**src/rtl/isfp_pkg.sv**
```systemverilog
// shared types and constants of the i/o sample frame parser
package isfp_pkg;

  // most analog readings taken from one frame (1..4, one per channel of ChanW bits)
  localparam int unsigned MaxAnalog = 4;

  // millivolt scaling: (raw * MvScale) >> MvShift
  localparam int unsigned MvScale = 1200;
  localparam int unsigned MvShift = 10;

  localparam int unsigned RawW   = 16;
  localparam int unsigned ValueW = 17;
  localparam int unsigned ChanW  = 2;
  localparam int unsigned ProdW  = RawW + $clog2(MvScale + 1);

  // largest analog value in millivolts
  localparam int unsigned MaxMillivolts = ((2 ** RawW - 1) * MvScale) >> MvShift;

  // depth of the request queue between front and back
  localparam int unsigned QueueDepth = 2;
  localparam int unsigned QPtrW      = (QueueDepth > 1) ? $clog2(QueueDepth) : 1;
  localparam int unsigned QCntW      = $clog2(QueueDepth + 1);

  typedef enum logic {
    KIND_DIGITAL = 1'b0,
    KIND_ANALOG  = 1'b1
  } kind_e;

  // one classified request handed from front to back
  typedef struct packed {
    kind_e             kind;
    logic [ChanW-1:0]  channel;
    logic [RawW-1:0]   raw;
    logic              last;
  } cmd_t;

endpackage

```
**src/rtl/isfp_front.sv**
```systemverilog
// front end: walks the frame bytes and classifies them into requests
module isfp_front import isfp_pkg::*; (
  input  logic       clk_i,
  input  logic       rst_ni,
  input  logic       accept_i,
  input  logic [7:0] frame_byte_i,
  input  logic       frame_start_i,
  output logic       enq_o,
  output cmd_t       cmd_o,
  output logic       in_frame_o
);

  localparam logic [4:0] PosMaskHi       = 5'd1;
  localparam logic [4:0] PosMaskLo       = 5'd2;
  localparam logic [4:0] PosAnalogMask   = 5'd3;
  localparam logic [4:0] PosDigHi        = 5'd4;
  localparam logic [4:0] PosDigLo        = 5'd5;
  localparam logic [4:0] AnalogBaseDig   = 5'd6;
  localparam logic [4:0] AnalogBaseNoDig = 5'd4;
  localparam logic [3:0] MaxAnalogW      = 4'(MaxAnalog);

  function automatic logic [3:0] count_ones(logic [7:0] b);
    logic [3:0] n;
    n = '0;
    for (int i = 0; i < 8; i++) begin
      n = n + 4'(b[i]);
    end
    return n;
  endfunction

  logic       in_frame_q, in_frame_d;
  logic [4:0] pos_q, pos_d;
  logic       dig_q, dig_d;
  logic [3:0] acount_q, acount_d;
  logic [2:0] slot_q, slot_d;
  logic [7:0] held_q, held_d;

  logic [3:0] eff;
  logic [4:0] base;
  logic [4:0] offset;
  logic [3:0] slot_inc;
  logic [3:0] ones;

  assign eff      = (acount_q < MaxAnalogW) ? acount_q : MaxAnalogW;
  assign base     = dig_q ? AnalogBaseDig : AnalogBaseNoDig;
  assign offset   = pos_q - base;
  assign slot_inc = {1'b0, slot_q} + 4'd1;
  assign ones     = count_ones(frame_byte_i);

  always_comb begin
    in_frame_d = in_frame_q;
    pos_d      = pos_q;
    dig_d      = dig_q;
    acount_d   = acount_q;
    slot_d     = slot_q;
    held_d     = held_q;
    enq_o      = 1'b0;
    cmd_o      = '{kind: KIND_DIGITAL, channel: '0, raw: '0, last: 1'b0};

    if (accept_i) begin
      if (frame_start_i) begin
        in_frame_d = 1'b1;
        pos_d      = PosMaskHi;
        dig_d      = 1'b0;
        acount_d   = '0;
        slot_d     = '0;
        held_d     = '0;
      end else if (in_frame_q) begin
        pos_d = pos_q + 5'd1;
        if (pos_q == PosMaskHi || pos_q == PosMaskLo) begin
          if (frame_byte_i != 8'd0) begin
            dig_d = 1'b1;
          end
        end else if (pos_q == PosAnalogMask) begin
          acount_d = ones;
          // nothing enabled at all: frame is over
          if (!dig_q && ones == 4'd0) begin
            in_frame_d = 1'b0;
          end
        end else if (dig_q && pos_q == PosDigHi) begin
          held_d = frame_byte_i;
        end else if (dig_q && pos_q == PosDigLo) begin
          enq_o      = 1'b1;
          cmd_o.kind = KIND_DIGITAL;
          cmd_o.raw  = {held_q, frame_byte_i};
          cmd_o.last = (eff == 4'd0);
          if (eff == 4'd0) begin
            in_frame_d = 1'b0;
          end
        end else if (pos_q < base || {1'b0, slot_q} >= eff) begin
          // malformed position, drop the frame
          in_frame_d = 1'b0;
        end else if (!offset[0]) begin
          held_d = frame_byte_i;
        end else begin
          enq_o         = 1'b1;
          cmd_o.kind    = KIND_ANALOG;
          cmd_o.channel = slot_q[ChanW-1:0];
          cmd_o.raw     = {held_q, frame_byte_i};
          cmd_o.last    = (slot_inc >= eff);
          slot_d        = slot_inc[2:0];
          if (slot_inc >= eff) begin
            in_frame_d = 1'b0;
          end
        end
      end
    end
  end

  always_ff @(posedge clk_i or negedge rst_ni) begin
    if (!rst_ni) begin
      in_frame_q <= 1'b0;
      pos_q      <= '0;
      dig_q      <= 1'b0;
      acount_q   <= '0;
      slot_q     <= '0;
      held_q     <= '0;
    end else begin
      in_frame_q <= in_frame_d;
      pos_q      <= pos_d;
      dig_q      <= dig_d;
      acount_q   <= acount_d;
      slot_q     <= slot_d;
      held_q     <= held_d;
    end
  end

  assign in_frame_o = in_frame_q;

endmodule

```
**src/rtl/isfp_cmd_queue.sv**
```systemverilog
// small request queue between the front and back ends
module isfp_cmd_queue import isfp_pkg::*; (
  input  logic clk_i,
  input  logic rst_ni,
  input  logic wr_i,
  input  cmd_t wr_cmd_i,
  output logic full_o,
  input  logic rd_i,
  output cmd_t rd_cmd_o,
  output logic empty_o
);

  localparam logic [QPtrW-1:0] LastPtr = QPtrW'(QueueDepth - 1);
  localparam logic [QCntW-1:0] FullCnt = QCntW'(QueueDepth);

  cmd_t             mem_q [QueueDepth];
  logic [QPtrW-1:0] wr_ptr_q, rd_ptr_q;
  logic [QCntW-1:0] cnt_q;

  always_ff @(posedge clk_i) begin
    if (wr_i) begin
      mem_q[wr_ptr_q] <= wr_cmd_i;
    end
  end

  always_ff @(posedge clk_i or negedge rst_ni) begin
    if (!rst_ni) begin
      wr_ptr_q <= '0;
      rd_ptr_q <= '0;
      cnt_q    <= '0;
    end else begin
      if (wr_i) begin
        wr_ptr_q <= (wr_ptr_q == LastPtr) ? '0 : wr_ptr_q + QPtrW'(1);
      end
      if (rd_i) begin
        rd_ptr_q <= (rd_ptr_q == LastPtr) ? '0 : rd_ptr_q + QPtrW'(1);
      end
      if (wr_i && !rd_i) begin
        cnt_q <= cnt_q + QCntW'(1);
      end else if (rd_i && !wr_i) begin
        cnt_q <= cnt_q - QCntW'(1);
      end
    end
  end

  assign rd_cmd_o = mem_q[rd_ptr_q];
  assign full_o   = (cnt_q == FullCnt);
  assign empty_o  = (cnt_q == '0);

endmodule

```
**src/rtl/isfp_back.sv**
```systemverilog
// back end: scales analog readings and holds the result register
module isfp_back import isfp_pkg::*; (
  input  logic              clk_i,
  input  logic              rst_ni,
  input  logic              cmd_valid_i,
  input  cmd_t              cmd_i,
  output logic              cmd_take_o,
  output logic              res_valid_o,
  input  logic              res_pop_i,
  output logic              kind_o,
  output logic [ChanW-1:0]  channel_o,
  output logic [ValueW-1:0] value_o,
  output logic              last_o
);

  logic              valid_q;
  logic [ProdW-1:0]  prod;
  logic [ValueW-1:0] value_d;
  logic [ValueW-1:0] value_q;
  kind_e             kind_q;
  logic [ChanW-1:0]  chan_q;
  logic              last_q;

  assign prod    = ProdW'(cmd_i.raw) * ProdW'(MvScale);
  assign value_d = (cmd_i.kind == KIND_ANALOG) ? prod[MvShift +: ValueW]
                                                : ValueW'(cmd_i.raw);

  // load whenever the result register is free or being drained
  assign cmd_take_o = cmd_valid_i && (!valid_q || res_pop_i);

  always_ff @(posedge clk_i or negedge rst_ni) begin
    if (!rst_ni) begin
      valid_q <= 1'b0;
    end else if (cmd_take_o) begin
      valid_q <= 1'b1;
    end else if (res_pop_i) begin
      valid_q <= 1'b0;
    end
  end

  always_ff @(posedge clk_i) begin
    if (cmd_take_o) begin
      value_q <= value_d;
      kind_q  <= cmd_i.kind;
      chan_q  <= cmd_i.channel;
      last_q  <= cmd_i.last;
    end
  end

  assign res_valid_o = valid_q;
  assign kind_o      = kind_q;
  assign channel_o   = chan_q;
  assign value_o     = value_q;
  assign last_o      = last_q;

endmodule

```
**src/rtl/io_sample_frame_parser.sv**
```systemverilog
// top level of the i/o sample frame parser
// a byte that completes a reading is written into the request queue at the edge that takes
//   it; the result register loads from the queue whenever it is free or being popped
// throughput: one byte per cycle while the queue has room; the front end is a single-cycle
//   byte walker and the back end does one 16x11 scaling multiply per cycle
// reset: asynchronous, clears frame state, queue and result valid; no clearing pass
module io_sample_frame_parser import isfp_pkg::*; (
  input  logic              clk_i,
  input  logic              rst_ni,
  // byte request side
  input  logic              push,
  output logic              full,
  input  logic [7:0]        frame_byte_i,
  input  logic              frame_start_i,
  // result side
  output logic              empty,
  input  logic              pop,
  output logic              kind_o,
  output logic [ChanW-1:0]  channel_o,
  output logic [ValueW-1:0] value_o,
  output logic              last_o
);

  // a byte request is taken whenever the request queue has room; bytes that
  // produce no result never touch the queue
  logic accept;
  logic enq;
  cmd_t enq_cmd;
  logic in_frame;

  // queue to back end
  logic q_full;
  logic q_empty;
  cmd_t q_cmd;
  logic q_take;

  logic res_valid;

  assign accept = push && !q_full;
  assign full   = q_full;

  // front end: byte position tracking, mask decode, pairing of high/low bytes
  isfp_front u_front (
    .clk_i         (clk_i),
    .rst_ni        (rst_ni),
    .accept_i      (accept),
    .frame_byte_i  (frame_byte_i),
    .frame_start_i (frame_start_i),
    .enq_o         (enq),
    .cmd_o         (enq_cmd),
    .in_frame_o    (in_frame)
  );

  // decouples the byte walker from a stalled consumer
  isfp_cmd_queue u_queue (
    .clk_i    (clk_i),
    .rst_ni   (rst_ni),
    .wr_i     (enq),
    .wr_cmd_i (enq_cmd),
    .full_o   (q_full),
    .rd_i     (q_take),
    .rd_cmd_o (q_cmd),
    .empty_o  (q_empty)
  );

  // back end: millivolt scaling and the result register
  isfp_back u_back (
    .clk_i       (clk_i),
    .rst_ni      (rst_ni),
    .cmd_valid_i (!q_empty),
    .cmd_i       (q_cmd),
    .cmd_take_o  (q_take),
    .res_valid_o (res_valid),
    .res_pop_i   (pop),
    .kind_o      (kind_o),
    .channel_o   (channel_o),
    .value_o     (value_o),
    .last_o      (last_o)
  );

  assign empty = !res_valid;

`ifndef ASSERT_OFF
  // a request marked last closes the frame
  a_last_ends_frame : assert property (@(posedge clk_i) disable iff (!rst_ni)
    enq && enq_cmd.last |=> !in_frame)
    else $error("frame still open after last result");

  // results are only produced from a taken byte inside a frame
  a_enq_needs_frame : assert property (@(posedge clk_i) disable iff (!rst_ni)
    enq |-> accept && in_frame && !frame_start_i)
    else $error("result produced outside a frame");

  // digital words always report slot zero
  a_digital_chan : assert property (@(posedge clk_i) disable iff (!rst_ni)
    enq && enq_cmd.kind == KIND_DIGITAL |-> enq_cmd.channel == '0)
    else $error("digital result with nonzero channel");

  // scaled analog values stay within the millivolt range
  a_analog_range : assert property (@(posedge clk_i) disable iff (!rst_ni)
    !empty && kind_o == KIND_ANALOG |-> value_o <= ValueW'(MaxMillivolts))
    else $error("analog value out of range");
`endif

endmodule

```
**config.mk**
```make
export PLATFORM = sky130hd
export DESIGN_NAME = io_sample_frame_parser
export DESIGN_NICKNAME = d
export VERILOG_FILES = /design/src/rtl/isfp_pkg.sv /design/src/rtl/isfp_front.sv /design/src/rtl/isfp_cmd_queue.sv /design/src/rtl/isfp_back.sv /design/src/rtl/io_sample_frame_parser.sv
export SDC_FILE = /design/constraint.sdc
export NUM_CORES = 1
export LEC_CHECK = 0
export ABC_AREA = 1
export BUFFER_PORTS_ARGS = -buffer_cell sky130_fd_sc_hd__buf_2
export CAP_MARGIN = 20
export CORE_ASPECT_RATIO = 1.75
export CORE_MARGIN = 4
export CORE_UTILIZATION = 40
export CTS_CLUSTER_DIAMETER = 80
export DETAILED_ROUTE_END_ITERATION = 10
export SETUP_SLACK_MARGIN = 0.15
export SLEW_MARGIN = 30
export SYNTH_ARGS = -nofsm -noshare
export SYNTH_HDL_FRONTEND = slang
export SYNTH_SLANG_ARGS = --single-unit
```
**constraint.sdc**
```tcl
create_clock -name clk_i -period 6.15 [get_ports clk_i]
set_clock_uncertainty 0.1 [all_clocks]
set_input_delay 0.3075 -clock clk_i [delete_from_list [all_inputs] [get_ports clk_i]]
set_output_delay 0.3075 -clock clk_i [all_outputs]
set_load 0.05 [all_outputs]
```
==> impl_metrics.csv <==
group,metric,value,unit
status,run_status,"finished, final reports clean",
grt,first_global_vias,5152,
critical_path,cp_max_fo,23,
clocking,clk_pin_slew_worst_setup_hold_paths,0.06,ns
logic_synthesis,synth_sequential_area_ratio,39.1,%
sta,timing.final.crit_period,5.16,ns
grt,grtUsageTotal,16.0,%
sta,finalMaxSlewViolations,0,
logic_synthesis,synth_async_sr_flop_share,30.7,%
clocking,cts-buffers-inserted,9,
final_layout,layout.filler_cells,1530,
floorplan,fp.dieArea,18200,um2
placement,io_buffer_count,35,
critical_path,startpoint_kind_of_the_worst_setup_timing_path,"flip-flop",
placement,globalplace.congestion,0.927,
clocking,worst_skew_pair.late_latency,0.34,ns
floorplan,cell_rows,61,
floorplan,die_width,104,um
logic_synthesis,synth_area_per_cell,9.00,um2
floorplan,boundaryPins,36,
drt,drt_drc_violations_left,0,
clocking,max-clock-path-buffers,2,
logic_synthesis,ys_seq_elements,88,
sta,maximum_operating_frequency,0.194,GHz
floorplan,floorplan.core_area,15800,um2
grt,grt_remaining_overflow,0,
sta,slew-limit-headroom,46.7,%
logic_synthesis,synthCells,712,
drt,via_count,4842,
drt,dr.first_iter.drc_count,180,
floorplan,start_util,40.5,%
worst_hold_path,hold_path_class,"in -> reg",
logic_synthesis,synth-main-ff-cell,"edfxtp_1",
drt,antenna_left,0,
logic_synthesis,syn_area,6400,um2
flow_run,drv_cap,0,
sta,final.setup.tns,0,ns
placement,hpwlAfterDp,11300,um
critical_path,setup.worst_path.end_class,"flip-flop",
sta,finalSetupViolCount,0,
final_layout,final_nets,867,
clocking,post_cts.resized_instances,0,
grt,grt_max_degree,28,
critical_path,critPathArrivalTime,5.12,ns
drt,drt-wirelength-per-cell,14.5,um
logic_synthesis,yosys_warnings,0,
final_layout,antenna-diode-count,0,
clocking,cts_tree,"done",
drt,detail_route.vias_per_cell,5.12,
final_layout,post_route_cells_drive_above_1_share,12.8,%
clocking,tritoncts_num_sinks,88,
clocking,cts.htree.levels,3,
logic_synthesis,syn_nets,827,
grt,grt_antenna_before_repair,0,
placement,post-place-cells,929,
sta,setup_repair_after_global_routing_missed_its_margin,"false",
sta,timing.final.crit_share,83.8,%
sta,slew_at_the_pin_with_the_worst_max_slew_slack,0.792,ns
logic_synthesis,synth-edff-count,61,
final_layout,syn_to_final_growth,11.3,%
floorplan,die_height,175,um
clocking,cts.root.buffer_cell,"clkbuf_16",
drt,routed_wire_length,13700,um
logic_synthesis,post_synth_num_cell_types,45,
sta,final_number_of_hold_violating_endpoints,0,
drt,drtPass1Iterations,4,
final_layout,fin_cells,946,
critical_path,worst-endpoint-required,6.11,ns
critical_path,worstSetupPathType,"reg -> reg",
grt,grt_first_pass_wirelength,23700,um
worst max-delay path: stages, from the launching register on:
cell and delay, ns:
dfrtp_1 0.39, buf_4 0.21, o21ai_0 0.61, inv_1 0.23, ha_1 0.36, ha_1 0.32
fa_1 0.53, inv_1 0.05, fa_1 0.49, inv_1 0.04, ha_1 0.38, nand2_1 0.19
o21ai_0 0.40, nand4_1 0.21, nand3_1 0.13, nand2_1 0.06, nand3_1 0.07, o21ai_1 0.09
what timing repair did:
| item | in CTS | in global routing |
|---|---|---|
| setup buffers | 0 | 0 |
| endpoints found under the hold margin | 27 | 0 |
| hold buffers | 1 | 0 |
layout by cell type, fill, tap and decap left out, types with 3 or more instances in the layout:
| cell type | synthesis | routed |
|---|---|---|
| dfrtp_1 | 27 | 27 |
| a21o_1 | 3 | 3 |
| nand2_1 | 141 | 141 |
| o21bai_1 | 4 | 4 |
| nor2_1 | 53 | 53 |
| nor2_2 | 4 | 3 |
| nand2_2 | 9 | 9 |
| a21oi_1 | 29 | 28 |
| o21ai_2 | 9 | 9 |
| clkbuf_16 | 0 | 9 |
| nand4_1 | 6 | 6 |
| o21ai_1 | 8 | 8 |
| xor2_1 | 8 | 8 |
| or2_2 | 9 | 9 |
| inv_1 | 119 | 119 |
| buf_4 | 0 | 4 |
| a21oi_2 | 2 | 3 |
| a31oi_1 | 5 | 5 |
| nor3_1 | 9 | 9 |
| o21ai_0 | 31 | 31 |
| fa_1 | 25 | 25 |
| buf_2 | 4 | 35 |
| inv_2 | 5 | 5 |
| xnor2_1 | 6 | 6 |
| edfxtp_1 | 61 | 61 |
| nand3_1 | 27 | 27 |
| o31ai_1 | 3 | 3 |
| ha_1 | 77 | 77 |
cells in the mapped netlist, types with 3 or more instances:
cell      count  area share (%)
nand2_1     141             8.3
inv_1       119             7.0
ha_1         77              15
edfxtp_1     61              29
nor2_1       53             3.1
o21ai_0      31             2.4
a21oi_1      29             2.3
dfrtp_1      27              11
nand3_1      27             2.1
fa_1         25             7.8
nand2_2       9            0.88
nor3_1        9            0.70
o21ai_2       9             1.2
or2_2         9            0.88
o21ai_1       8            0.63
xor2_1        8             1.1
clkbuf_1      6            0.35
nand4_1       6            0.59
xnor2_1       6            0.82
a31oi_1       5            0.49
inv_2         5            0.29
buf_2         4            0.31
nor2_2        4            0.39
o21bai_1      4            0.47
a21o_1        3            0.35
o31ai_1       3            0.35
sequential cells by signal (all words and copies together) (netlist names):
signal              cells
u_queue.mem_q          40
u_back.value_o         17
u_front.held_q          8
u_front.pos_q           5
u_front.acount_q        4
u_front.slot_q          3
u_back.channel_o        2
u_queue.cnt_q           2
u_back.kind_o           1
u_back.last_o           1
u_back.res_valid_o      1
u_front.dig_q           1
u_front.in_frame_o      1
u_queue.rd_ptr_q        1
u_queue.wr_ptr_q        1
kinds of logic (layout without fill, tap and decap cells):
logic type | after synthesis | in the layout | synth area share, %
xor+xnor | 14 | 14 | 1.91
other cells | 1 | 1 | 0.0585
fa+ha+maj | 102 | 102 | 22.9
buf+inv | 135 | 180 | 8.11
simple gates | 269 | 269 | 18.4
flops | 88 | 88 | 39.1
compound gates | 103 | 103 | 9.55
through the flow:
stage | util [%] | hold slack (ns) | setup WS (ns) | area [um2]
final | 45.1 | 0.0700 | 0.995 | 7130
after global routing | 45.1 | 0.0917 | 0.735 | 7130
after CTS | 45.1 | 0.0544 | 1.03 | 7130
after detailed placement | 43.1 | 0.278 | 1.04 | 6800
after global placement | 43.0 | 0.266 | 1.05 | 6800
after floorplan | - | -0.0881 | 1.67 | 6400
path summary, 6_finish.rpt:
| check | start | to | slack [ns] | depth (start not counted) |
|---|---|---|---|---|
| hold reg to reg | u_front.held_q[5] | u_front.held_q[5] | 0.39 | 2 |
| max in group asynchronous | rst_ni | u_front.held_q[2] | 5.09 | 2 |
| setup reg to reg | u_queue.rd_ptr_q | u_back.value_o[13] | 0.99 | 17 |
| setup / recovery | u_queue.rd_ptr_q | u_back.value_o[13] | 0.99 | 17 |
| min in group asynchronous | rst_ni | u_front.pos_q[3] | 0.42 | 2 |
| hold / removal | pop | u_back.res_valid_o | 0.07 | 2 |
cell type report:
cell class | count | area [um2] | share of cell area, %
clock buffers | 10 | 229 | 3.21
clock inverters | 6 | 91.3 | 1.28
inverters | 124 | 465 | 6.53
multi-input cells | 489 | 3390 | 47.5
flip-flops and latches | 88 | 2510 | 35.2
well taps | 189 | 236 | 3.32
repair buffers | 40 | 215 | 3.02
per-layer routing:
metal | share of wire, % | track usage (%) | vias to the layer above
met5 | 0 | 0 | -
met4 | 4.0 | 7.82 | 0
met3 | 3.7 | 2.65 | 44
met2 | 56 | 31.5 | 117
met1 | 37 | 16.0 | 2273
li1 | - | - | 2408
Power is left out: the tool's default activity adds up to more than one toggle a clock period on the data nets, which glitch-free logic cannot reach.
